**src/hdl/bldws_pkg.sv**
```systemverilog
// shared types, codes and the control store of the list sequencer
package bldws_pkg;

  // stream widths: fields packed from bit 0, padded to whole bytes
  localparam int unsigned ValueW     = 32;
  localparam int unsigned ActionW    = 3;
  localparam int unsigned StatusW    = 2;
  localparam int unsigned InTdataW   = 40;
  localparam int unsigned OutTdataW  = 40;
  localparam int unsigned StepW      = 5;

  typedef logic [StepW-1:0] step_t;

  // action codes of an input transaction
  typedef enum logic [ActionW-1:0] {
    ACT_PUSH_FRONT = 3'd0,
    ACT_PUSH_BACK  = 3'd1,
    ACT_POP_FRONT  = 3'd2,
    ACT_POP_BACK   = 3'd3,
    ACT_REMOVE     = 3'd4,
    ACT_SEARCH     = 3'd5
  } action_e;

  // result status codes
  typedef enum logic [StatusW-1:0] {
    ST_OK    = 2'd0,
    ST_EMPTY = 2'd1,
    ST_FULL  = 2'd2
  } status_e;

  // control word fields
  typedef enum logic [1:0] {RD_NONE, RD_OFF, RD_LAST} rd_sel_e;
  typedef enum logic [1:0] {WR_NONE, WR_FRONT, WR_BACK, WR_SHIFT} wr_sel_e;
  typedef enum logic [1:0] {CNT_KEEP, CNT_INC, CNT_DEC} cnt_op_e;
  typedef enum logic [1:0] {FR_KEEP, FR_DEC, FR_INC} fr_op_e;
  typedef enum logic [2:0] {RES_NONE, RES_FOUND, RES_POP, RES_FULL, RES_EMPTY} res_op_e;
  typedef enum logic [2:0] {
    COND_NONE, COND_ALWAYS, COND_FULL, COND_EMPTY, COND_MATCH, COND_NOPEND
  } cond_e;
  typedef enum logic [1:0] {NXT_INC, NXT_HOLD, NXT_HOLD_END} nxt_e;

  typedef struct packed {
    rd_sel_e rd_sel;
    wr_sel_e wr_sel;
    cnt_op_e cnt_op;
    fr_op_e  fr_op;
    res_op_e res_op;
    cond_e   cond;
    nxt_e    nxt;
    step_t   target;
    logic    last;
  } ucw_t;

  // datapath flags seen by the sequencer
  typedef struct packed {
    logic full;
    logic empty;
    logic match;
    logic nopend;
    logic scan_end;
  } flags_t;

  // result of one transaction
  typedef struct packed {
    logic [ValueW-1:0]  popped_value;
    logic               found;
    logic [StatusW-1:0] status;
  } res_t;

  // program step addresses
  localparam step_t S_PF0    = 5'd0;
  localparam step_t S_PF1    = 5'd1;
  localparam step_t S_PB0    = 5'd2;
  localparam step_t S_PB1    = 5'd3;
  localparam step_t S_POPF0  = 5'd4;
  localparam step_t S_POPF1  = 5'd5;
  localparam step_t S_POPB0  = 5'd6;
  localparam step_t S_POPB1  = 5'd7;
  localparam step_t S_FULL   = 5'd8;
  localparam step_t S_EMPTY  = 5'd9;
  localparam step_t S_REM0   = 5'd10;
  localparam step_t S_REM_NF = 5'd11;
  localparam step_t S_REM1   = 5'd12;
  localparam step_t S_REM2   = 5'd13;
  localparam step_t S_FOUND  = 5'd14;
  localparam step_t S_SRCH0  = 5'd15;
  localparam step_t S_END    = 5'd16;

  localparam ucw_t UCW_NOP = '{RD_NONE, WR_NONE, CNT_KEEP, FR_KEEP, RES_NONE,
                               COND_NONE, NXT_INC, S_END, 1'b0};

  // build one control word
  function automatic ucw_t uw(rd_sel_e rd, wr_sel_e wr, cnt_op_e cnt, fr_op_e fr,
                              res_op_e res, cond_e cond, nxt_e nxt, step_t tgt,
                              logic last);
    ucw_t w;
    w.rd_sel = rd;
    w.wr_sel = wr;
    w.cnt_op = cnt;
    w.fr_op  = fr;
    w.res_op = res;
    w.cond   = cond;
    w.nxt    = nxt;
    w.target = tgt;
    w.last   = last;
    return w;
  endfunction

  // control store
  function automatic ucw_t ucode(step_t s);
    ucw_t w;
    case (s)
      // push front: check full, write below the front
      S_PF0:    w = uw(RD_NONE, WR_NONE, CNT_KEEP, FR_KEEP, RES_NONE,
                       COND_FULL, NXT_INC, S_FULL, 1'b0);
      S_PF1:    w = uw(RD_NONE, WR_FRONT, CNT_INC, FR_DEC, RES_NONE,
                       COND_ALWAYS, NXT_INC, S_END, 1'b0);
      // push back: check full, write past the back
      S_PB0:    w = uw(RD_NONE, WR_NONE, CNT_KEEP, FR_KEEP, RES_NONE,
                       COND_FULL, NXT_INC, S_FULL, 1'b0);
      S_PB1:    w = uw(RD_NONE, WR_BACK, CNT_INC, FR_KEEP, RES_NONE,
                       COND_ALWAYS, NXT_INC, S_END, 1'b0);
      // pop front: read front entry, advance front
      S_POPF0:  w = uw(RD_OFF, WR_NONE, CNT_KEEP, FR_KEEP, RES_NONE,
                       COND_EMPTY, NXT_INC, S_EMPTY, 1'b0);
      S_POPF1:  w = uw(RD_NONE, WR_NONE, CNT_DEC, FR_INC, RES_POP,
                       COND_ALWAYS, NXT_INC, S_END, 1'b0);
      // pop back: read last entry
      S_POPB0:  w = uw(RD_LAST, WR_NONE, CNT_KEEP, FR_KEEP, RES_NONE,
                       COND_EMPTY, NXT_INC, S_EMPTY, 1'b0);
      S_POPB1:  w = uw(RD_NONE, WR_NONE, CNT_DEC, FR_KEEP, RES_POP,
                       COND_ALWAYS, NXT_INC, S_END, 1'b0);
      S_FULL:   w = uw(RD_NONE, WR_NONE, CNT_KEEP, FR_KEEP, RES_FULL,
                       COND_ALWAYS, NXT_INC, S_END, 1'b0);
      S_EMPTY:  w = uw(RD_NONE, WR_NONE, CNT_KEEP, FR_KEEP, RES_EMPTY,
                       COND_ALWAYS, NXT_INC, S_END, 1'b0);
      // remove: scan for a match, then pull the tail down one place
      S_REM0:   w = uw(RD_OFF, WR_NONE, CNT_KEEP, FR_KEEP, RES_NONE,
                       COND_MATCH, NXT_HOLD_END, S_REM1, 1'b0);
      S_REM_NF: w = uw(RD_NONE, WR_NONE, CNT_KEEP, FR_KEEP, RES_NONE,
                       COND_ALWAYS, NXT_INC, S_END, 1'b0);
      S_REM1:   w = uw(RD_OFF, WR_SHIFT, CNT_KEEP, FR_KEEP, RES_NONE,
                       COND_NOPEND, NXT_HOLD, S_REM2, 1'b0);
      S_REM2:   w = uw(RD_NONE, WR_NONE, CNT_DEC, FR_KEEP, RES_FOUND,
                       COND_ALWAYS, NXT_INC, S_END, 1'b0);
      S_FOUND:  w = uw(RD_NONE, WR_NONE, CNT_KEEP, FR_KEEP, RES_FOUND,
                       COND_ALWAYS, NXT_INC, S_END, 1'b0);
      // search: scan, fall into the end step when exhausted
      S_SRCH0:  w = uw(RD_OFF, WR_NONE, CNT_KEEP, FR_KEEP, RES_NONE,
                       COND_MATCH, NXT_HOLD_END, S_FOUND, 1'b0);
      S_END:    w = uw(RD_NONE, WR_NONE, CNT_KEEP, FR_KEEP, RES_NONE,
                       COND_NONE, NXT_INC, S_END, 1'b1);
      default:  w = uw(RD_NONE, WR_NONE, CNT_KEEP, FR_KEEP, RES_NONE,
                       COND_ALWAYS, NXT_INC, S_END, 1'b0);
    endcase
    return w;
  endfunction

  // entry step of each action
  function automatic step_t dispatch(logic [ActionW-1:0] act);
    step_t s;
    case (act)
      ACT_PUSH_FRONT: s = S_PF0;
      ACT_PUSH_BACK:  s = S_PB0;
      ACT_POP_FRONT:  s = S_POPF0;
      ACT_POP_BACK:   s = S_POPB0;
      ACT_REMOVE:     s = S_REM0;
      ACT_SEARCH:     s = S_SRCH0;
      default:        s = S_END;
    endcase
    return s;
  endfunction

endpackage

```
**src/hdl/bldws_seq.sv**
```systemverilog
// step counter and control store of the list sequencer
module bldws_seq (
  input  logic                          clk_i,
  input  logic                          rst_ni,
  input  logic                          start_i,
  input  logic [bldws_pkg::ActionW-1:0] action_i,
  input  bldws_pkg::flags_t             flags_i,
  input  logic                          out_free_i,
  output bldws_pkg::ucw_t               ctrl_o,
  output logic                          busy_o,
  output logic                          done_o
);

  bldws_pkg::step_t step_q, step_d;
  logic             busy_q, busy_d;
  bldws_pkg::ucw_t  ucw;
  logic             cond_hit;

  // fetch the control word of the current step
  assign ucw    = bldws_pkg::ucode(step_q);
  assign ctrl_o = busy_q ? ucw : bldws_pkg::UCW_NOP;
  assign busy_o = busy_q;
  assign done_o = busy_q && ucw.last && out_free_i;

  // jump condition
  always_comb begin
    case (ucw.cond)
      bldws_pkg::COND_ALWAYS: cond_hit = 1'b1;
      bldws_pkg::COND_FULL:   cond_hit = flags_i.full;
      bldws_pkg::COND_EMPTY:  cond_hit = flags_i.empty;
      bldws_pkg::COND_MATCH:  cond_hit = flags_i.match;
      bldws_pkg::COND_NOPEND: cond_hit = flags_i.nopend;
      default:                cond_hit = 1'b0;
    endcase
  end

  // next step
  always_comb begin
    step_d = step_q;
    busy_d = busy_q;
    if (start_i) begin
      step_d = bldws_pkg::dispatch(action_i);
      busy_d = 1'b1;
    end else if (busy_q) begin
      if (ucw.last) begin
        if (out_free_i) begin
          busy_d = 1'b0;
        end
      end else if (cond_hit) begin
        step_d = ucw.target;
      end else begin
        case (ucw.nxt)
          bldws_pkg::NXT_HOLD:     step_d = step_q;
          bldws_pkg::NXT_HOLD_END: step_d = flags_i.scan_end ? step_q + 1'b1 : step_q;
          default:                 step_d = step_q + 1'b1;
        endcase
      end
    end
  end

  always_ff @(posedge clk_i or negedge rst_ni) begin
    if (!rst_ni) begin
      step_q <= bldws_pkg::S_END;
      busy_q <= 1'b0;
    end else begin
      step_q <= step_d;
      busy_q <= busy_d;
    end
  end

endmodule

```
**src/hdl/bldws_dp.sv**
```systemverilog
// list datapath: circular entry store, front and count, scan pipeline, results
module bldws_dp #(
  parameter int unsigned CAPACITY = 16
) (
  input  logic                         clk_i,
  input  logic                         rst_ni,
  input  logic                         start_i,
  input  logic [bldws_pkg::ValueW-1:0] value_i,
  input  bldws_pkg::ucw_t              ctrl_i,
  output bldws_pkg::flags_t            flags_o,
  output bldws_pkg::res_t              res_o
);

  localparam int unsigned AW = $clog2(CAPACITY);
  localparam int unsigned CW = $clog2(CAPACITY + 1);
  localparam int unsigned SW = CW + 1;

  logic [bldws_pkg::ValueW-1:0] mem_q [CAPACITY];

  logic [AW-1:0]                 front_q, front_d;
  logic [CW-1:0]                 count_q, count_d;
  logic [CW-1:0]                 rd_off_q, rd_off_d;
  logic                          pv_q, pv_d;
  logic [bldws_pkg::ValueW-1:0]  val_q;
  logic [bldws_pkg::ValueW-1:0]  rdata_q;
  logic [bldws_pkg::ValueW-1:0]  popped_q;
  logic                          found_q;
  logic [bldws_pkg::StatusW-1:0] status_q;

  logic [AW-1:0]                 front_dec, front_inc;
  logic [CW-1:0]                 last_off;
  logic                          rd_en, wr_en;
  logic [AW-1:0]                 rd_addr, wr_addr;
  logic [bldws_pkg::ValueW-1:0]  wr_data;

  // store index of a list offset, offset at most CAPACITY
  function automatic logic [AW-1:0] slot(logic [AW-1:0] fr, logic [CW-1:0] off);
    logic [SW-1:0] sum;
    sum = SW'(fr) + SW'(off);
    if (sum >= SW'(CAPACITY)) begin
      sum = sum - SW'(CAPACITY);
    end
    return sum[AW-1:0];
  endfunction

  // front neighbors with wrap
  assign front_dec = (front_q == '0) ? AW'(CAPACITY - 1) : front_q - AW'(1);
  assign front_inc = (front_q == AW'(CAPACITY - 1)) ? '0 : front_q + AW'(1);
  assign last_off  = (count_q == '0) ? '0 : count_q - CW'(1);

  // flags for the sequencer
  assign flags_o.full     = (count_q == CW'(CAPACITY));
  assign flags_o.empty    = (count_q == '0);
  assign flags_o.match    = pv_q && (rdata_q == val_q);
  assign flags_o.nopend   = !pv_q;
  assign flags_o.scan_end = (rd_off_q >= count_q);

  // read port
  always_comb begin
    rd_en   = 1'b0;
    rd_addr = slot(front_q, rd_off_q);
    case (ctrl_i.rd_sel)
      bldws_pkg::RD_OFF:  rd_en = (rd_off_q < count_q);
      bldws_pkg::RD_LAST: begin
        rd_en   = 1'b1;
        rd_addr = slot(front_q, last_off);
      end
      default:            rd_en = 1'b0;
    endcase
  end

  // write port
  always_comb begin
    wr_en   = 1'b0;
    wr_addr = front_dec;
    wr_data = val_q;
    case (ctrl_i.wr_sel)
      bldws_pkg::WR_FRONT: wr_en = 1'b1;
      bldws_pkg::WR_BACK: begin
        wr_en   = 1'b1;
        wr_addr = slot(front_q, count_q);
      end
      bldws_pkg::WR_SHIFT: begin
        // pending read of offset k lands at offset k-1
        wr_en   = pv_q;
        wr_addr = slot(front_q, rd_off_q - CW'(2));
        wr_data = rdata_q;
      end
      default:             wr_en = 1'b0;
    endcase
  end

  // entry store
  always_ff @(posedge clk_i) begin
    if (wr_en) begin
      mem_q[wr_addr] <= wr_data;
    end
    if (rd_en) begin
      rdata_q <= mem_q[rd_addr];
    end
  end

  // list pointers and scan state
  always_comb begin
    front_d  = front_q;
    count_d  = count_q;
    rd_off_d = rd_off_q;
    pv_d     = 1'b0;
    case (ctrl_i.fr_op)
      bldws_pkg::FR_DEC: front_d = front_dec;
      bldws_pkg::FR_INC: front_d = front_inc;
      default:           front_d = front_q;
    endcase
    case (ctrl_i.cnt_op)
      bldws_pkg::CNT_INC: count_d = count_q + CW'(1);
      bldws_pkg::CNT_DEC: count_d = count_q - CW'(1);
      default:            count_d = count_q;
    endcase
    if (ctrl_i.rd_sel == bldws_pkg::RD_OFF && rd_en) begin
      rd_off_d = rd_off_q + CW'(1);
      pv_d     = 1'b1;
    end
    if (start_i) begin
      rd_off_d = '0;
      pv_d     = 1'b0;
    end
  end

  always_ff @(posedge clk_i or negedge rst_ni) begin
    if (!rst_ni) begin
      front_q  <= '0;
      count_q  <= '0;
      rd_off_q <= '0;
      pv_q     <= 1'b0;
    end else begin
      front_q  <= front_d;
      count_q  <= count_d;
      rd_off_q <= rd_off_d;
      pv_q     <= pv_d;
    end
  end

  // operand and result registers
  always_ff @(posedge clk_i) begin
    if (start_i) begin
      val_q    <= value_i;
      popped_q <= '0;
      found_q  <= 1'b0;
      status_q <= bldws_pkg::ST_OK;
    end else begin
      case (ctrl_i.res_op)
        bldws_pkg::RES_FOUND: found_q  <= 1'b1;
        bldws_pkg::RES_POP:   popped_q <= rdata_q;
        bldws_pkg::RES_FULL:  status_q <= bldws_pkg::ST_FULL;
        bldws_pkg::RES_EMPTY: status_q <= bldws_pkg::ST_EMPTY;
        default:              found_q  <= found_q;
      endcase
    end
  end

  assign res_o.popped_value = popped_q;
  assign res_o.found        = found_q;
  assign res_o.status       = status_q;

endmodule

```
**src/hdl/bounded_list_deque_with_search.sv**
```systemverilog
// top level of the bounded list deque with search
//
//  channel | dir | handshake              | payload
//  --------+-----+------------------------+------------------------------------
//  s_axis  | in  | s_axis_tvalid/_tready  | tdata: action[2:0], value[34:3]
//  m_axis  | out | m_axis_tvalid/_tready  | tdata: popped_value[31:0],
//          |     |                        |        found[32], status[34:33]
//
// one transaction at a time; the accept cycle picks the entry step of the microprogram
// search and remove run a scan loop that reads one stored entry per cycle
// from the store port
// the result waits in an output register; a new transaction is taken while it waits
// reset empties the list; store contents are not cleared
module bounded_list_deque_with_search #(
  parameter int unsigned CAPACITY = 16
) (
  input  logic                              clk_i,
  input  logic                              rst_ni,
  input  logic                              s_axis_tvalid,
  output logic                              s_axis_tready,
  // action[2:0], value[34:3], zero pad[39:35]
  input  logic [bldws_pkg::InTdataW-1:0]    s_axis_tdata,
  output logic                              m_axis_tvalid,
  input  logic                              m_axis_tready,
  // popped_value[31:0], found[32], status[34:33], zero pad[39:35]
  output logic [bldws_pkg::OutTdataW-1:0]   m_axis_tdata
);

  localparam int unsigned ResW = bldws_pkg::ValueW + 1 + bldws_pkg::StatusW;

  logic              start;
  logic              busy;
  logic              done;
  logic              out_free;
  bldws_pkg::ucw_t   ctrl;
  bldws_pkg::flags_t flags;
  bldws_pkg::res_t   res;
  logic              out_valid_q;
  bldws_pkg::res_t   out_res_q;

  // input transaction
  assign s_axis_tready = !busy;
  assign start         = s_axis_tvalid && s_axis_tready;
  assign out_free      = !out_valid_q || m_axis_tready;

  bldws_seq u_seq (
    .clk_i      (clk_i),
    .rst_ni     (rst_ni),
    .start_i    (start),
    .action_i   (s_axis_tdata[bldws_pkg::ActionW-1:0]),
    .flags_i    (flags),
    .out_free_i (out_free),
    .ctrl_o     (ctrl),
    .busy_o     (busy),
    .done_o     (done)
  );

  bldws_dp #(
    .CAPACITY (CAPACITY)
  ) u_dp (
    .clk_i   (clk_i),
    .rst_ni  (rst_ni),
    .start_i (start),
    .value_i (s_axis_tdata[bldws_pkg::ActionW +: bldws_pkg::ValueW]),
    .ctrl_i  (ctrl),
    .flags_o (flags),
    .res_o   (res)
  );

  // output register
  always_ff @(posedge clk_i or negedge rst_ni) begin
    if (!rst_ni) begin
      out_valid_q <= 1'b0;
    end else if (done) begin
      out_valid_q <= 1'b1;
    end else if (m_axis_tready) begin
      out_valid_q <= 1'b0;
    end
  end

  always_ff @(posedge clk_i) begin
    if (done) begin
      out_res_q <= res;
    end
  end

  assign m_axis_tvalid = out_valid_q;
  assign m_axis_tdata  = {(bldws_pkg::OutTdataW - ResW)'(0), out_res_q.status,
                          out_res_q.found, out_res_q.popped_value};

  // an accepted transaction keeps the input closed in the next cycle
  a_busy_after_accept: assert property (@(posedge clk_i) disable iff (!rst_ni)
    start |=> !s_axis_tready)
    else $error("input ready right after an accepted transaction");

  // a result is only loaded when the output register can take it
  a_done_when_free: assert property (@(posedge clk_i) disable iff (!rst_ni)
    done |-> (!out_valid_q || m_axis_tready))
    else $error("result overwrote a pending output transaction");

  // a found result never carries a popped value or an error status
  a_found_clean: assert property (@(posedge clk_i) disable iff (!rst_ni)
    (m_axis_tvalid && out_res_q.found) |->
      (out_res_q.popped_value == '0 && out_res_q.status == bldws_pkg::ST_OK))
    else $error("found result with popped value or error status");

endmodule

```
**config.mk**
```make
export PLATFORM = sky130hd
export DESIGN_NAME = bounded_list_deque_with_search
export DESIGN_NICKNAME = d
export VERILOG_FILES = /design/src/hdl/bldws_pkg.sv /design/src/hdl/bldws_seq.sv /design/src/hdl/bldws_dp.sv /design/src/hdl/bounded_list_deque_with_search.sv
export SDC_FILE = /design/constraint.sdc
export NUM_CORES = 1
export LEC_CHECK = 0
export BUFFER_PORTS_ARGS = -buffer_cell sky130_fd_sc_hd__buf_2
export CORE_ASPECT_RATIO = 1.4
export CORE_UTILIZATION = 62
export DETAILED_ROUTE_END_ITERATION = 16
export PLACE_DENSITY = 0.87
export SETUP_SLACK_MARGIN = 0.1
export SYNTH_ARGS = -nofsm -noshare
export SYNTH_HDL_FRONTEND = slang
export SYNTH_SLANG_ARGS = --single-unit
```
**constraint.sdc**
```tcl
create_clock -name clk_i -period 5.77 [get_ports clk_i]
set_input_delay 1.154 -clock clk_i [delete_from_list [all_inputs] [get_ports clk_i]]
set_output_delay 1.154 -clock clk_i [all_outputs]
set_load 0.005 [all_outputs]
```
### Yosys cells after proc, flatten, opt, wreduce, memory -nomap -nowiden

Memory sizes are Yosys's and may differ from the RTL's. A register that Yosys moved wholly into a read port is not among the register bits.
Cells that the tools add are included.

* $lt $le $gt $ge: 6
* multiplexer cells: 36
* reduce and logical (&&, ||, !) cells: 20
* eq/ne operators: 31
* $add $sub $neg: 15

Operator list (number)
* two-way mux 5 bit: 8
* equality test 32 bit: 1
* two-way mux 32 bit: 1
* case mux 5 bit (6 select lines): 1
* two-way mux 4 bit: 7
* adder 4 x 5 -> 6 bit: 4
* >= comparator 6 x 5 -> 1 bit (second input constant): 4
* two-way mux 22 bit: 1
* case mux 5 bit (2 select lines): 2
* subtractor 4 x 1 -> 4 bit (second input constant): 5
* equality test 3 x 2 -> 1 bit (second input constant): 6
* case mux 4 bit (2 select lines): 2
* adder 5 x 1 -> 5 bit (second input constant): 3
* equality test 3 bit (second input constant): 5
* equality test 2 bit (second input constant): 6
* nonzero test 2 bit: 6
* equality test 2 x 1 -> 1 bit (second input constant): 5
* two-way mux 1 bit: 10
* equality test 3 x 1 -> 1 bit (second input constant): 3
* equality test 5 bit (second input constant): 1
* >= comparator 5 bit: 1
* logical AND 1 bit: 5
* zero test 5 bit: 1
* less-than comparator 5 bit: 1
* 16 further kinds: 19

* memory bits (writable): 512
* memory bits (read-only): 704
* register bits after elaboration: 124
* memories kept: 2
* input bits: 44

Memory list
* (name not given): depth 32, bits a word 22, read ports 1, clocked after memory_dff 0, wr ports 0, RTL line bldws_pkg.sv:112 `case (s)`
* u_dp.mem_q: depth 16, bits a word 32, read ports 1, clocked after memory_dff 1, wr ports 1, RTL line bldws_dp.sv:18 `logic [bldws_pkg::ValueW-1:0] mem_q [CAPACITY];`

### Depth between registers and ports, before layout

Gate-level depths: netlist of run 1.

* depth after elaboration: 7
* gate-level depth with buffers: 20
* gate-level depth less buffers: 17

### Modules after synthesis

A second synthesis of run 1 with hierarchy kept.

* cells, all modules: 1567
* area total of the unflattened synthesis: 27433.8 sq um

By module, submodules not included
* bldws_dp: times used 1, area each 25268.0 sq um, cells each 1386
* bounded_list_deque_with_search: times used 1, area each 1149.9 sq um, cells each 46
* bldws_seq: times used 1, area each 1016.0 sq um, cells each 135

### Worst setup path before layout of run 1

No wires, ideal clock.

* path type: register to register
* start: register u_seq.step_q[0]
* end: memory u_dp.mem_q[7][0] in the netlist's numbering, enable pin
* arrival time: 4.747 ns
* path slack: 0.601 ns
* clock period less this slack: 5.169 ns
* stages on the path, launching flop included: 19
* path through: dfrtp_1 -> inv_1 -> ha_1 -> clkbuf_1 -> nand2_1 -> o21ai_0 -> and2_1 -> ha_1 -> clkbuf_1 -> buf_1 -> nand2_1 -> o21ai_0 -> ha_1 -> inv_1 -> fa_1 -> xor2_1 -> o21ai_0 -> nand2_1 -> nor2_1

* longest elaborated chain between the ends: 7
* elaborated cells between the ends (all ways): 10
* classes of those cells: eq/ne: 3; mux: 5; reduce/logical: 1; memory: 1

RTL lines
* from (decl): RTL line bldws_seq.sv:14 `bldws_pkg::step_t step_q, step_d;`
* from (signal assigned): RTL line bldws_seq.sv:63 `step_q <= bldws_pkg::S_END;`
* from (signal assigned): RTL line bldws_seq.sv:66 `step_q <= step_d;`
* memory (32 x 22 bit) *
* two-way mux 22 bit *: RTL line bldws_seq.sv:21 `assign ctrl_o = busy_q ? ucw : bldws_pkg::UCW_NOP;`
* equality test 2 x 1 -> 1 bit / equality test 2 bit (equally long branches): RTL line bldws_dp.sv:77 `case (ctrl_i.wr_sel)`
* OR reduction 2 bit (no line)
* case mux 1 bit (2 select lines): RTL line bldws_dp.sv:77
* two-way mux 1 bit: RTL line bldws_dp.sv:95 `if (wr_en) begin`
* two-way mux 1 bit (not written as such): RTL line bldws_dp.sv:96 `mem_q[wr_addr] <= wr_data;`
* to (decl): RTL line bldws_dp.sv:18

Mark *: on every way between the ends. The rest lies on a longest branch, timed or not.

### Worst setup path after layout of run 1

* start: register u_seq.step_q[2]
* end: register u_dp.rdata_q[19] in the netlist's numbering, read port of u_dp.mem_q, data pin

* longest elaborated chain between the ends: 4
* elaborated cells between the ends (all ways): 6
* classes of those cells: eq/ne: 2; mux: 3; memory: 1

RTL lines
* memory (32 x 22 bit) *
* two-way mux 22 bit *: RTL line bldws_seq.sv:21
* equality test 2 bit / equality test 2 x 1 -> 1 bit (equally long branches): RTL line bldws_dp.sv:62 `case (ctrl_i.rd_sel)`
* case mux 1 bit (2 select lines) / two-way mux 4 bit (equally long branches): RTL line bldws_dp.sv:62
* to (decl): RTL line bldws_dp.sv:25 `logic [bldws_pkg::ValueW-1:0] rdata_q;`

Marks and branches as above.
A chain may end at the register's enable or synchronous reset.

==> impl_metrics.xml, run 1 <==
<?xml version="1.0" encoding="UTF-8"?>
<metrics>
  <group name="floorplanning">
    <metric name="die_h" unit="µm">248.5</metric>
    <metric name="floorplan.die.width" unit="µm">178.1</metric>
    <metric name="std_cell_rows" unit="">89</metric>
    <metric name="initial_core_utilization" unit="">0.6342</metric>
    <metric name="die_footprint" unit="µm²">44250</metric>
    <metric name="design.portCount" unit="">86</metric>
    <metric name="core-area" unit="µm²">42430</metric>
  </group>
  <group name="yosys">
    <metric name="synthCells" unit="">1488</metric>
    <metric name="yosys.area_share.adder" unit="">0.01776</metric>
    <metric name="yosys_warnings" unit="">0</metric>
    <metric name="avgSynthCellArea" unit="µm²">18.08</metric>
    <metric name="yosysTopAreaCellShare" unit="">0.6819</metric>
    <metric name="synthMostInstantiatedCell" unit="">sky130_fd_sc_hd__edfxtp_1</metric>
    <metric name="synth.mux.area_fraction" unit="">0.1363</metric>
    <metric name="synth_enable_flop_cells" unit="">611</metric>
    <metric name="synth_seq_cells" unit="">668</metric>
    <metric name="yosys.area.top_type" unit="">sky130_fd_sc_hd__edfxtp_1</metric>
    <metric name="netlist_area_before_placement" unit="µm²">26910</metric>
    <metric name="ys_types" unit="">58</metric>
    <metric name="synth_cell_count_leaders" unit="">611 x sky130_fd_sc_hd__edfxtp_1, 128 x sky130_fd_sc_hd__mux4_2, 103 x sky130_fd_sc_hd__nand2_1</metric>
    <metric name="synthArstFlopShare" unit="">0.03293</metric>
    <metric name="synth_top_family_by_area" unit="">multiplexers</metric>
    <metric name="synth_top_cells_by_area" unit="">sky130_fd_sc_hd__edfxtp_1 68%, sky130_fd_sc_hd__mux4_2 11%, sky130_fd_sc_hd__dfxtp_1 2.6%</metric>
    <metric name="ys_seq_area_frac" unit="">0.7284</metric>
    <metric name="synth_ff_type" unit="">sky130_fd_sc_hd__edfxtp_1</metric>
    <metric name="synth-simple-area-share" unit="">0.05017</metric>
    <metric name="synth_xor_xnor_area_share" unit="">0.01758</metric>
    <metric name="synth_compound_area_frac" unit="">0.03390</metric>
  </group>
  <group name="critical_path">
    <metric name="crit_required" unit="ns">6.05</metric>
    <metric name="worst_setup_path_end_kind" unit="">register</metric>
    <metric name="critical_path.cell_chain" unit="">inv_1 &gt; nor2_1 &gt; nand3_1 &gt; inv_1 &gt; ha_1 &gt; nand2_1 &gt; o22ai_1 &gt; ha_4 &gt; inv_1 &gt; fa_4 &gt; buf_12 &gt; mux4_2 &gt; and2_1 &gt; a211oi_1 &gt; a31oi_1</metric>
    <metric name="worst_setup_path_start_kind" unit="">register</metric>
    <metric name="worstPathBufferInverterCount" unit="">4</metric>
    <metric name="worst_path_largest_cell_delay" unit="ns">1.07</metric>
    <metric name="critical_path_peak_fanout" unit="">52</metric>
    <metric name="slowest_stage_cell_cp" unit="">sky130_fd_sc_hd__fa_4</metric>
    <metric name="critPathKind" unit="">reg -&gt; reg</metric>
    <metric name="cpLargestDelayFamily" unit="">adder cells</metric>
    <metric name="timing.critical_path.mode_cell" unit="">sky130_fd_sc_hd__inv_1</metric>
    <metric name="cp.arrival" unit="ns">5.35</metric>
  </group>
  <group name="clocking">
    <metric name="clk_root_buffer_cell" unit="">sky130_fd_sc_hd__clkbuf_16</metric>
    <metric name="cts_made_buffers" unit="">56</metric>
    <metric name="h-tree-depth" unit="">2</metric>
    <metric name="cts_sinks" unit="">668</metric>
    <metric name="post_cts_resized" unit="">0</metric>
    <metric name="tritoncts" unit="">yes</metric>
    <metric name="clock_latency" unit="ns">0.60</metric>
    <metric name="cts_setup_buffers" unit="">0</metric>
    <metric name="ctsLongestPathBuffers" unit="">3</metric>
    <metric name="ctsHoldBuffers" unit="">0</metric>
    <metric name="cts.clk_slew.worst_paths" unit="ns">0.07</metric>
  </group>
  <group name="routing">
    <metric name="detail_route.wl_per_cell" unit="µm">30.35</metric>
    <metric name="dr_total_vias" unit="">15059</metric>
    <metric name="first_pass_iters" unit="">7</metric>
    <metric name="postRouteAntennaNets" unit="">0</metric>
    <metric name="first_iter_violations" unit="">1891</metric>
    <metric name="drc" unit="">0</metric>
    <metric name="post_drt_via_cell_ratio" unit="">6.886</metric>
    <metric name="wirelength" unit="mm">66.38</metric>
  </group>
  <group name="worst_hold_path">
    <metric name="hp_class" unit="">reg -&gt; reg</metric>
  </group>
  <group name="job">
    <metric name="drv_cap" unit="">0</metric>
  </group>
  <group name="grt">
    <metric name="wire_length_of_the_first_global_routing_pass" unit="mm">97.37</metric>
    <metric name="groute.usage.overall" unit="">0.3088</metric>
    <metric name="globalRoute.totalOverflow" unit="">0</metric>
    <metric name="largest_net_degree_at_the_start_of_global_routing" unit="">65</metric>
    <metric name="grt_pass1_vias" unit="">15412</metric>
    <metric name="grt_antenna_before_repair" unit="">1</metric>
  </group>
  <group name="sta">
    <metric name="finalSetupViolations" unit="">0</metric>
    <metric name="final_period_demand_of_the_worst_path" unit="ns">5.071</metric>
    <metric name="maxSlewViolCount" unit="">0</metric>
    <metric name="fin_crit_sh" unit="">0.8788</metric>
    <metric name="rsz0062_at_grt" unit="">false</metric>
    <metric name="max_freq" unit="MHz">197.2</metric>
    <metric name="fin_tns_setup" unit="ns">0</metric>
    <metric name="max-slew-margin-rel" unit="">0.2311</metric>
    <metric name="worst_slew_pin_slew" unit="ns">1.152</metric>
    <metric name="endpoints_failing_hold" unit="">0</metric>
    <metric name="finalClockSkew" unit="ns">0.02582</metric>
  </group>
  <group name="place">
    <metric name="gp_congestion" unit="">0.8773</metric>
    <metric name="dpl.hpwl" unit="mm">35.55</metric>
    <metric name="i_o_buffers" unit="">75</metric>
  </group>
  <group name="final_layout">
    <metric name="seqCellArea" unit="µm²">19600</metric>
    <metric name="postLayoutCoreUtil" unit="">0.7130</metric>
    <metric name="area_growth" unit="%">12.42</metric>
    <metric name="antenna_cells_inserted" unit="">0</metric>
    <metric name="drive_above_1_share" unit="">0.2486</metric>
    <metric name="fillers" unit="">2300</metric>
    <metric name="finish.net_count" unit="">1678</metric>
    <metric name="area_of_the_multi_input_gates" unit="µm²">7106</metric>
  </group>
  <group name="run_status">
    <metric name="outcome" unit="">complete, no violations</metric>
  </group>
  <group name="power_and_ir_drop">
    <metric name="vdd.ir_drop.worst" unit="mV">0.2958</metric>
    <metric name="powerDensity" unit="nW/µm²">452.7</metric>
    <metric name="leakage" unit="nW">10.02</metric>
  </group>
</metrics>
==> layout make-up <==
cell class | instances | area share
inverter | 28 | 0.003474
tap | 546 | 0.02258
timing repair buffer | 120 | 0.02937
multi-input combinational | 723 | 0.2349
sequential | 668 | 0.6479
clock buffer | 63 | 0.04856
clock inverter | 39 | 0.01324
==> placed cells by master, fill, tap and decap left out, types with 37 or more instances in the layout <==
cell type,netlist,final
sky130_fd_sc_hd__edfxtp_1,611,611
sky130_fd_sc_hd__nand2_1,103,103
sky130_fd_sc_hd__buf_2,15,75
sky130_fd_sc_hd__mux4_2,128,128
sky130_fd_sc_hd__mux2i_1,39,39
sky130_fd_sc_hd__clkbuf_16,0,57
sky130_fd_sc_hd__nor2_1,85,68
sky130_fd_sc_hd__xor2_1,38,37
sky130_fd_sc_hd__a31oi_1,37,37
==> per-stage QoR <==
step           cell area [µm²]  power [W]  hold slack, ns  std cells  worst slack, ns
4_1_cts                  30250    0.01367          0.4306       2187           0.7255
3_3_place_gp             28380   0.009610          0.4143       2085           0.8820
3_5_place_dp             28380   0.009742          0.4166       2085           0.8392
6_report                 30250    0.01370          0.4276       2187           0.6990
5_1_grt                  30250    0.01417          0.4381       2187           0.4540
2_1_floorplan            26920   0.008611          0.4030       1492           0.6015
==> per-layer routing <==
metal	track usage	vias up	wire, µm
li1	-	6079	-
met1	0.3919	7579	22720
met2	0.5053	1147	33710
met3	0.05688	252	6383
met4	0.1656	2	3553
met5	0	-	13
==> kinds of logic (layout without fill, tap and decap cells) <==
group | Yosys count | in the layout
flops | 668 | 668
simple gates | 290 | 290
mux | 202 | 202
compound gates | 135 | 135
buf+inv | 101 | 250
xor+xnor | 54 | 54
fa+ha+maj | 37 | 37
other cells | 1 | 5
==> worst register-to-register path, cell delays in order, from the launching register on <==
cell	delay (ns)
sky130_fd_sc_hd__dfrtp_1	0.69
sky130_fd_sc_hd__inv_1	0.22
sky130_fd_sc_hd__nor2_1	0.35
sky130_fd_sc_hd__nand3_1	0.16
sky130_fd_sc_hd__inv_1	0.09
sky130_fd_sc_hd__ha_1	0.30
sky130_fd_sc_hd__nand2_1	0.09
sky130_fd_sc_hd__o22ai_1	0.22
sky130_fd_sc_hd__ha_4	0.18
sky130_fd_sc_hd__inv_1	0.05
sky130_fd_sc_hd__fa_4	1.07
sky130_fd_sc_hd__buf_12	0.38
sky130_fd_sc_hd__mux4_2	0.37
sky130_fd_sc_hd__and2_1	0.17
sky130_fd_sc_hd__a211oi_1	0.32
sky130_fd_sc_hd__a31oi_1	0.09
==> power by group <==
group	leakage [nW]	switching, W	internal, W
registers	6.08	0.000222	0.00575
logic	3.03	0.00222	0.00161
clock network	0.908	0.00173	0.00215
total	10.0	0.00418	0.00952
==> path summary, 6_finish.rpt <==
path	depth (start not counted)	end	slack, ns	start
setup / recovery	15	u_dp.rdata_q[19]	0.70	u_seq.step_q[2]
hold / removal	0	m_axis_tdata[8]	0.43	u_dp.popped_q[8]
setup reg to reg	15	u_dp.rdata_q[19]	0.70	u_seq.step_q[2]
hold reg to reg	0	m_axis_tdata[8]	0.43	u_dp.popped_q[8]
max in group asynchronous	1	u_seq.step_q[4]	4.84	rst_ni
min in group asynchronous	1	u_dp.count_q[2]	0.54	rst_ni
==> sequential cells by signal (all words and copies together), names as in the netlist <==
signal	cells
u_dp.rd_off_q	5
u_dp.status_q	2
u_dp.front_q	4
u_dp.pv_q	1
u_seq.busy_o	1
u_seq.step_q	5
m_axis_tdata	35
u_dp.rdata_q	32
u_dp.popped_q	32
u_dp.val_q	32
u_dp.found_q	1
u_dp.count_q	5
u_dp.mem_q	512
m_axis_tvalid	1
Power figures use the tool's default switching activity.
==> inputs of run 2 (changes only) <==
--- a/config.mk
+++ b/config.mk
@@ -8,7 +8,7 @@
 export BUFFER_PORTS_ARGS = -buffer_cell sky130_fd_sc_hd__buf_2
 export CORE_ASPECT_RATIO = 1.4
-export CORE_UTILIZATION = 62
+export CORE_UTILIZATION = 59
 export DETAILED_ROUTE_END_ITERATION = 16
-export PLACE_DENSITY = 0.87
+export PLACE_DENSITY = 0.83
 export SETUP_SLACK_MARGIN = 0.1
 export SYNTH_ARGS = -nofsm -noshare
==> constraint.sdc (replaced) <==
create_clock -name clk_i -period 5.77 [get_ports clk_i]
set_input_delay 1.154 -clock clk_i [delete_from_list [all_inputs] [get_ports clk_i]]
set_output_delay 1.154 -clock clk_i [all_outputs]
set_load 0.05 [all_outputs]
==> run 2 against run 1 <==
  * Critical path depth up 3
  * Sequential share of layout area down 0.13 points
  * Utilization down 4.0 points
  * Register-to-register slack worse by 0.05 ns
  * Critical path type unchanged
==> impl_metrics.xml, run 2 (synthesis results as in run 1) <==
<?xml version="1.0" encoding="UTF-8"?>
<metrics>
  <group name="sta">
    <metric name="final_period_demand_of_the_worst_path" unit="ns">5.117</metric>
    <metric name="fin_crit_sh" unit="">0.8868</metric>
    <metric name="rsz0062_at_grt" unit="">false</metric>
    <metric name="finalSetupViolations" unit="">0</metric>
    <metric name="max-slew-margin-rel" unit="">0.3496</metric>
    <metric name="finalClockSkew" unit="ns">0.02229</metric>
    <metric name="maxSlewViolCount" unit="">0</metric>
    <metric name="max_freq" unit="MHz">195.4</metric>
    <metric name="endpoints_failing_hold" unit="">0</metric>
    <metric name="worst_slew_pin_slew" unit="ns">0.9756</metric>
    <metric name="fin_tns_setup" unit="ns">0</metric>
  </group>
  <group name="clocking">
    <metric name="cts_sinks" unit="">668</metric>
    <metric name="clk_root_buffer_cell" unit="">sky130_fd_sc_hd__clkbuf_16</metric>
    <metric name="ctsLongestPathBuffers" unit="">3</metric>
    <metric name="cts_made_buffers" unit="">58</metric>
    <metric name="post_cts_resized" unit="">0</metric>
    <metric name="h-tree-depth" unit="">2</metric>
    <metric name="tritoncts" unit="">yes</metric>
    <metric name="cts.clk_slew.worst_paths" unit="ns">0.07</metric>
    <metric name="clock_latency" unit="ns">0.61</metric>
    <metric name="cts_setup_buffers" unit="">0</metric>
    <metric name="ctsHoldBuffers" unit="">0</metric>
  </group>
  <group name="routing">
    <metric name="drc" unit="">0</metric>
    <metric name="first_pass_iters" unit="">5</metric>
    <metric name="postRouteAntennaNets" unit="">0</metric>
    <metric name="first_iter_violations" unit="">1683</metric>
    <metric name="post_drt_via_cell_ratio" unit="">6.495</metric>
    <metric name="detail_route.wl_per_cell" unit="µm">28.25</metric>
    <metric name="wirelength" unit="mm">63.76</metric>
    <metric name="dr_total_vias" unit="">14660</metric>
  </group>
  <group name="worst_hold_path">
    <metric name="hp_class" unit="">reg -&gt; reg</metric>
    <metric name="worstHoldPathCells" unit="">0</metric>
  </group>
  <group name="grt">
    <metric name="grt_pass1_vias" unit="">14661</metric>
    <metric name="globalRoute.totalOverflow" unit="">0</metric>
    <metric name="wire_length_of_the_first_global_routing_pass" unit="mm">93.03</metric>
    <metric name="groute.usage.overall" unit="">0.2789</metric>
    <metric name="grt_antenna_before_repair" unit="">0</metric>
    <metric name="largest_net_degree_at_the_start_of_global_routing" unit="">65</metric>
  </group>
  <group name="power_and_ir_drop">
    <metric name="powerDensity" unit="nW/µm²">461.0</metric>
    <metric name="leakage" unit="nW">10.03</metric>
    <metric name="vdd.ir_drop.worst" unit="mV">0.2607</metric>
  </group>
  <group name="critical_path">
    <metric name="timing.critical_path.mode_cell" unit="">sky130_fd_sc_hd__inv_1</metric>
    <metric name="worst_r2r_path_depth" unit="">18</metric>
    <metric name="critPathKind" unit="">reg -&gt; reg</metric>
    <metric name="slowest_stage_cell_cp" unit="">sky130_fd_sc_hd__fa_4</metric>
    <metric name="crit_required" unit="ns">6.08</metric>
    <metric name="worstPathBufferInverterCount" unit="">4</metric>
    <metric name="worst_setup_path_end_kind" unit="">register</metric>
    <metric name="worst_setup_path_start_kind" unit="">register</metric>
    <metric name="critical_path_peak_fanout" unit="">50</metric>
    <metric name="timing.critical_path.depth" unit="">18</metric>
    <metric name="cp.arrival" unit="ns">5.43</metric>
    <metric name="critical_path.cell_chain" unit="">inv_1 &gt; ha_1 &gt; nand2_1 &gt; o211ai_1 &gt; o21ai_0 &gt; and2_1 &gt; inv_1 &gt; ha_1 &gt; nand2_1 &gt; o22ai_1 &gt; ha_4 &gt; inv_1 &gt; fa_4 &gt; buf_12 &gt; mux4_2 &gt; and2_1 &gt; a211oi_1 &gt; a31oi_1</metric>
    <metric name="cpLargestDelayFamily" unit="">adder cells</metric>
    <metric name="worst_path_largest_cell_delay" unit="ns">0.98</metric>
  </group>
  <group name="place">
    <metric name="i_o_buffers" unit="">75</metric>
    <metric name="placement.cell_area" unit="µm²">28370</metric>
    <metric name="dpl.hpwl" unit="mm">34.20</metric>
    <metric name="gp_congestion" unit="">0.9071</metric>
  </group>
  <group name="final_layout">
    <metric name="top_register" unit="">u_dp.mem_q</metric>
    <metric name="finish.instance_area" unit="µm²">30310</metric>
    <metric name="drive_above_1_share" unit="">0.2523</metric>
    <metric name="area_growth" unit="%">12.65</metric>
    <metric name="finish.net_count" unit="">1676</metric>
    <metric name="leading_cell_type_in_the_layout_fill_and_taps_excluded" unit="">sky130_fd_sc_hd__edfxtp_1</metric>
    <metric name="largest_reg_flops" unit="">512</metric>
    <metric name="most_used_cells_in_the_layout_excluding_fill_and_tap_cells" unit="">611 x sky130_fd_sc_hd__edfxtp_1, 128 x sky130_fd_sc_hd__mux4_2, 103 x sky130_fd_sc_hd__nand2_1</metric>
  </group>
  <group name="run_status">
    <metric name="outcome" unit="">complete, no violations</metric>
  </group>
  <group name="floorplanning">
    <metric name="design.portCount" unit="">86</metric>
    <metric name="die_footprint" unit="µm²">46480</metric>
    <metric name="core-area" unit="µm²">45010</metric>
    <metric name="die_h" unit="µm">254.7</metric>
    <metric name="floorplan.die.width" unit="µm">182.5</metric>
    <metric name="std_cell_rows" unit="">92</metric>
    <metric name="initial_core_utilization" unit="">0.5979</metric>
  </group>
  <group name="job">
    <metric name="drv_cap" unit="">0</metric>
  </group>
</metrics>
[run 2: cell count changes in the layout (fill, tap and decap cells not counted), sizes merged]
cell / before / now
buf: 120 / 116
bufinv: 7 / 5
clkbuf: 63 / 74
clkinv: 22 / 20
diode: 0 / 1
inv: 33 / 34
[run 2: worst register-to-register path: cells and delay by family (launching register included)]
kind / cells / cell delay, ns
AND/OR/NAND/NOR: 4 / 0.53
AO/OA/AOI/OAI: 5 / 0.83
multiplexers: 1 / 0.37
adder cells (fa/ha/maj): 4 / 1.87
buffers and inverters: 4 / 0.64
flip-flops: 1 / 0.60
[run 2: power by group]
group / internal (W) / total, W / leakage (nW) / switching [W]
clock: 0.00219 / 0.00395 / 0.954 / 0.00176
sequential: 0.00575 / 0.00597 / 6.08 / 0.000217
combinational: 0.00160 / 0.00406 / 3.00 / 0.00246
total: 0.00954 / 0.0140 / 10.0 / 0.00444
[run 2: metal layers]
layer	up-vias	GRT usage	wire [µm]
met2	992	0.4704	31960
met1	7404	0.3569	22920
met3	191	0.04113	5651
met5	-	0	0
met4	0	0.1388	3226
li1	6073	-	-
[run 2: path summary, 6_finish.rpt]
path                                    from          endpoint  slack (ns)
hold reg to reg            u_dp.popped_q[12]  m_axis_tdata[12]        0.44
setup / recovery             u_seq.step_q[0]  u_dp.rdata_q[11]        0.65
setup reg to reg             u_seq.step_q[0]  u_dp.rdata_q[11]        0.65
max in group asynchronous             rst_ni   u_seq.step_q[3]        4.85
hold / removal             u_dp.popped_q[12]  m_axis_tdata[12]        0.44
min in group asynchronous             rst_ni   u_dp.count_q[3]        0.55
[run 2: final cells by class]
class	instances	area, µm²
diodes	1	2.502
clock inverters	36	355.3
clock buffers	74	1583
inverters	28	105.1
multi-input cells	723	7106
well taps	611	764.5
repair buffers	116	795.8
fillers	2799	14700
flip-flops and latches	668	19600
[run 2: metrics by stage]
stage               std cells  total power [W]  setup WS [ns]  utilization  hold WS, ns
global route             2256          0.01443         0.4057       0.6734       0.4405
CTS                      2256          0.01399         0.6664       0.6734       0.4355
global placement         2146         0.009912         0.8859       0.6304       0.4136
floorplan                1492         0.008925         0.3778            -       0.4030
finish                   2257          0.01397         0.6529       0.6735       0.4356
detailed placement       2146          0.01003         0.6965       0.6304       0.4128
==> inputs of run 3 (changes only) <==
Settings changed: CTS_BUF_LIST set to sky130_fd_sc_hd__clkbuf_4 sky130_fd_sc_hd__clkbuf_8 sky130_fd_sc_hd__clkbuf_16.
==> run 3 against run 2 <==
  * Flip-flop and latch count unchanged
  * Sequential power about the same
  * Combinational power about the same
  * Clock-buffer cell count unchanged
  * Via count up 0.25%
  * Design area up 0.12%
  * Sequential share of layout area down 0.075 points
  * First-iteration DRC count down 3.4%
  * Utilization up 0.078 points
  * Maximum frequency up 0.24%
  * Critical endpoint unchanged
  * Largest power group unchanged
==> impl_metrics.xml, run 3 (synthesis results as in run 1) <==
<?xml version="1.0" encoding="UTF-8"?>
<metrics>
  <group name="clocking">
    <metric name="clock_latency" unit="ns">0.61</metric>
    <metric name="cts.clk_slew.worst_paths" unit="ns">0.07</metric>
    <metric name="h-tree-depth" unit="">2</metric>
    <metric name="post_cts_resized" unit="">0</metric>
    <metric name="cts_sinks" unit="">668</metric>
    <metric name="clk_root_buffer_cell" unit="">sky130_fd_sc_hd__clkbuf_16</metric>
    <metric name="tritoncts" unit="">yes</metric>
    <metric name="cts_setup_buffers" unit="">0</metric>
    <metric name="ctsLongestPathBuffers" unit="">3</metric>
    <metric name="ctsHoldBuffers" unit="">0</metric>
    <metric name="cts_made_buffers" unit="">58</metric>
  </group>
  <group name="critical_path">
    <metric name="worstPathBufferInverterCount" unit="">4</metric>
    <metric name="critical_path_peak_fanout" unit="">50</metric>
    <metric name="worst_path_largest_cell_delay" unit="ns">0.98</metric>
    <metric name="setup.worst_path.start" unit="">u_seq.step_q[0]</metric>
    <metric name="worst_setup_path_start_kind" unit="">register</metric>
    <metric name="worst_r2r_path_depth" unit="">18</metric>
    <metric name="flop_to_flop_setup_slack" unit="ns">0.67</metric>
    <metric name="timing.critical_path.depth" unit="">18</metric>
    <metric name="worst_r2r_endpoint" unit="">u_dp.rdata_q[11]</metric>
    <metric name="timing.critical_path.mode_cell" unit="">sky130_fd_sc_hd__inv_1</metric>
    <metric name="critPathKind" unit="">reg -&gt; reg</metric>
    <metric name="cpLargestDelayFamily" unit="">adder cells</metric>
    <metric name="worst_setup_path_end_kind" unit="">register</metric>
    <metric name="critical_path.cell_chain" unit="">inv_1 &gt; ha_1 &gt; nand2_1 &gt; o211ai_1 &gt; o21ai_0 &gt; and2_1 &gt; inv_1 &gt; ha_1 &gt; nand2_1 &gt; o22ai_1 &gt; ha_4 &gt; inv_1 &gt; fa_4 &gt; buf_12 &gt; mux4_2 &gt; and2_1 &gt; a211oi_1 &gt; a31oi_1</metric>
    <metric name="worst_r2r_startpoint" unit="">u_seq.step_q[0]</metric>
    <metric name="crit_required" unit="ns">6.08</metric>
    <metric name="worst_setup_path_endpoint" unit="">u_dp.rdata_q[11]</metric>
    <metric name="cp.arrival" unit="ns">5.41</metric>
    <metric name="slowest_stage_cell_cp" unit="">sky130_fd_sc_hd__fa_4</metric>
  </group>
  <group name="routing">
    <metric name="first_iter_violations" unit="">1626</metric>
    <metric name="drc" unit="">0</metric>
    <metric name="detail_route.wl_per_cell" unit="µm">28.20</metric>
    <metric name="first_pass_iters" unit="">5</metric>
    <metric name="postRouteAntennaNets" unit="">0</metric>
    <metric name="dr_total_vias" unit="">14697</metric>
    <metric name="wirelength" unit="mm">63.62</metric>
    <metric name="post_drt_via_cell_ratio" unit="">6.515</metric>
  </group>
  <group name="final_layout">
    <metric name="postLayoutCoreUtil" unit="">0.6742</metric>
    <metric name="leading_cell_type_in_the_layout_fill_and_taps_excluded" unit="">sky130_fd_sc_hd__edfxtp_1</metric>
    <metric name="antenna_cells_inserted" unit="">0</metric>
    <metric name="drive_above_1_share" unit="">0.2584</metric>
    <metric name="largest_reg_flops" unit="">512</metric>
    <metric name="finish.net_count" unit="">1676</metric>
    <metric name="most_used_cells_in_the_layout_excluding_fill_and_tap_cells" unit="">611 x sky130_fd_sc_hd__edfxtp_1, 128 x sky130_fd_sc_hd__mux4_2, 103 x sky130_fd_sc_hd__nand2_1</metric>
    <metric name="top_register" unit="">u_dp.mem_q</metric>
    <metric name="area_growth" unit="%">12.78</metric>
  </group>
  <group name="power_and_ir_drop">
    <metric name="switching_share" unit="">0.3162</metric>
    <metric name="leakage" unit="nW">10.07</metric>
    <metric name="total_power" unit="W">0.01402</metric>
    <metric name="pwr-share-comb" unit="">0.289</metric>
    <metric name="powerDensity" unit="nW/µm²">461.8</metric>
    <metric name="share_of_power_burned_in_the_clock_network" unit="">0.285</metric>
    <metric name="internal_power" unit="W">0.009583</metric>
    <metric name="net-switching-power" unit="W">0.004432</metric>
    <metric name="vdd.ir_drop.worst" unit="mV">0.2600</metric>
    <metric name="power_frac_seq" unit="">0.426</metric>
  </group>
  <group name="floorplanning">
    <metric name="initial_core_utilization" unit="">0.5979</metric>
    <metric name="std_cell_rows" unit="">92</metric>
    <metric name="core-area" unit="µm²">45010</metric>
    <metric name="design.portCount" unit="">86</metric>
    <metric name="die_h" unit="µm">254.7</metric>
    <metric name="floorplan.die.width" unit="µm">182.5</metric>
    <metric name="die_footprint" unit="µm²">46480</metric>
  </group>
  <group name="sta">
    <metric name="worst_hold_slack" unit="ns">0.4354</metric>
    <metric name="final.setup.worst_slack" unit="ns">0.6653</metric>
    <metric name="final_period_demand_of_the_worst_path" unit="ns">5.105</metric>
    <metric name="rsz0062_at_grt" unit="">false</metric>
    <metric name="finalSetupViolations" unit="">0</metric>
    <metric name="max-slew-margin-rel" unit="">0.3564</metric>
    <metric name="endpoints_failing_hold" unit="">0</metric>
    <metric name="fin_tns_setup" unit="ns">0</metric>
    <metric name="worst_slew_pin_slew" unit="ns">0.9653</metric>
    <metric name="max_freq" unit="MHz">195.9</metric>
    <metric name="maxSlewViolCount" unit="">0</metric>
    <metric name="fin_crit_sh" unit="">0.8847</metric>
    <metric name="finalClockSkew" unit="ns">0.01881</metric>
  </group>
  <group name="job">
    <metric name="drv_cap" unit="">0</metric>
  </group>
  <group name="grt">
    <metric name="globalRoute.totalOverflow" unit="">0</metric>
    <metric name="grt_pass1_vias" unit="">14812</metric>
    <metric name="largest_net_degree_at_the_start_of_global_routing" unit="">65</metric>
    <metric name="grt_antenna_before_repair" unit="">0</metric>
    <metric name="wire_length_of_the_first_global_routing_pass" unit="mm">92.80</metric>
    <metric name="groute.usage.overall" unit="">0.2777</metric>
  </group>
  <group name="worst_hold_path">
    <metric name="hp_class" unit="">reg -&gt; reg</metric>
  </group>
  <group name="place">
    <metric name="dpl.hpwl" unit="mm">34.20</metric>
    <metric name="gp_congestion" unit="">0.9071</metric>
    <metric name="i_o_buffers" unit="">75</metric>
    <metric name="dp_slack" unit="ns">0.6965</metric>
  </group>
  <group name="run_status">
    <metric name="outcome" unit="">complete, no violations</metric>
  </group>
</metrics>
[run 3: cell count changes in the layout (fill, tap and decap cells not counted)]
cell,change
sky130_fd_sc_hd__clkbuf_1,-10
sky130_fd_sc_hd__clkbuf_4,+10
sky130_fd_sc_hd__diode_2,-1
[run 3: power groups by stage]
| stage | sequential, W | clock [W] | combinational [W] |
|---|---|---|---|
| after global routing | 0.00599 | 0.00418 | 0.00430 |
| after CTS | 0.00596 | 0.00402 | 0.00405 |
| after floorplan | 0.00627 | 0 | 0.00265 |
| after global placement | 0.00605 | 0 | 0.00387 |
| final | 0.00597 | 0.00399 | 0.00406 |
| after detailed placement | 0.00606 | 0 | 0.00397 |
[run 3: how the worst min path moves through the flow]
stage | slack, ns | to | from | cells after the start
2_1_floorplan | 0.40 | m_axis_tdata[33] | u_dp.status_q[0] | 0
3_3_place_gp | 0.41 | m_axis_tdata[33] | u_dp.status_q[0] | 0
3_5_place_dp | 0.41 | m_axis_tdata[12] | u_dp.popped_q[12] | 0
4_1_cts | 0.43 | m_axis_tdata[27] | u_dp.popped_q[27] | 0
5_1_grt | 0.44 | m_axis_tdata[21] | u_dp.popped_q[21] | 0
6_report | 0.44 | m_axis_tdata[21] | u_dp.popped_q[21] | 0
[run 3: through the flow]
step,std cells,area (µm²)
5_1_grt,2256,30350
6_report,2256,30350
2_1_floorplan,1492,26920
3_3_place_gp,2146,28370
4_1_cts,2256,30350
3_5_place_dp,2146,28370
[run 3: worst register-to-register path, cell delays in order, from the launching register on]
cell and delay, ns:
sky130_fd_sc_hd__dfrtp_1 0.58, sky130_fd_sc_hd__inv_1 0.16, sky130_fd_sc_hd__ha_1 0.42, sky130_fd_sc_hd__nand2_1 0.09
sky130_fd_sc_hd__o211ai_1 0.11, sky130_fd_sc_hd__o21ai_0 0.09, sky130_fd_sc_hd__and2_1 0.18, sky130_fd_sc_hd__inv_1 0.06
sky130_fd_sc_hd__ha_1 0.30, sky130_fd_sc_hd__nand2_1 0.09, sky130_fd_sc_hd__o22ai_1 0.23, sky130_fd_sc_hd__ha_4 0.18
sky130_fd_sc_hd__inv_1 0.05, sky130_fd_sc_hd__fa_4 0.98, sky130_fd_sc_hd__buf_12 0.36, sky130_fd_sc_hd__mux4_2 0.36
sky130_fd_sc_hd__and2_1 0.18, sky130_fd_sc_hd__a211oi_1 0.31, sky130_fd_sc_hd__a31oi_1 0.08
[run 3: final cells by class]
cell class	instances	area, µm²
flip-flops and latches	668	19600
inverters	28	105.1
clock inverters	36	355.3
multi-input cells	723	7106
well taps	611	764.5
clock buffers	74	1620
repair buffers	116	795.8
fillers	2785	14660
[run 3: per-layer routing]
metal	vias up	GRT usage	wire length, µm
met5	-	0	0
li1	6063	-	-
met1	7431	0.3515	22580
met4	0	0.1429	3279
met3	217	0.04041	5772
met2	986	0.4707	31990
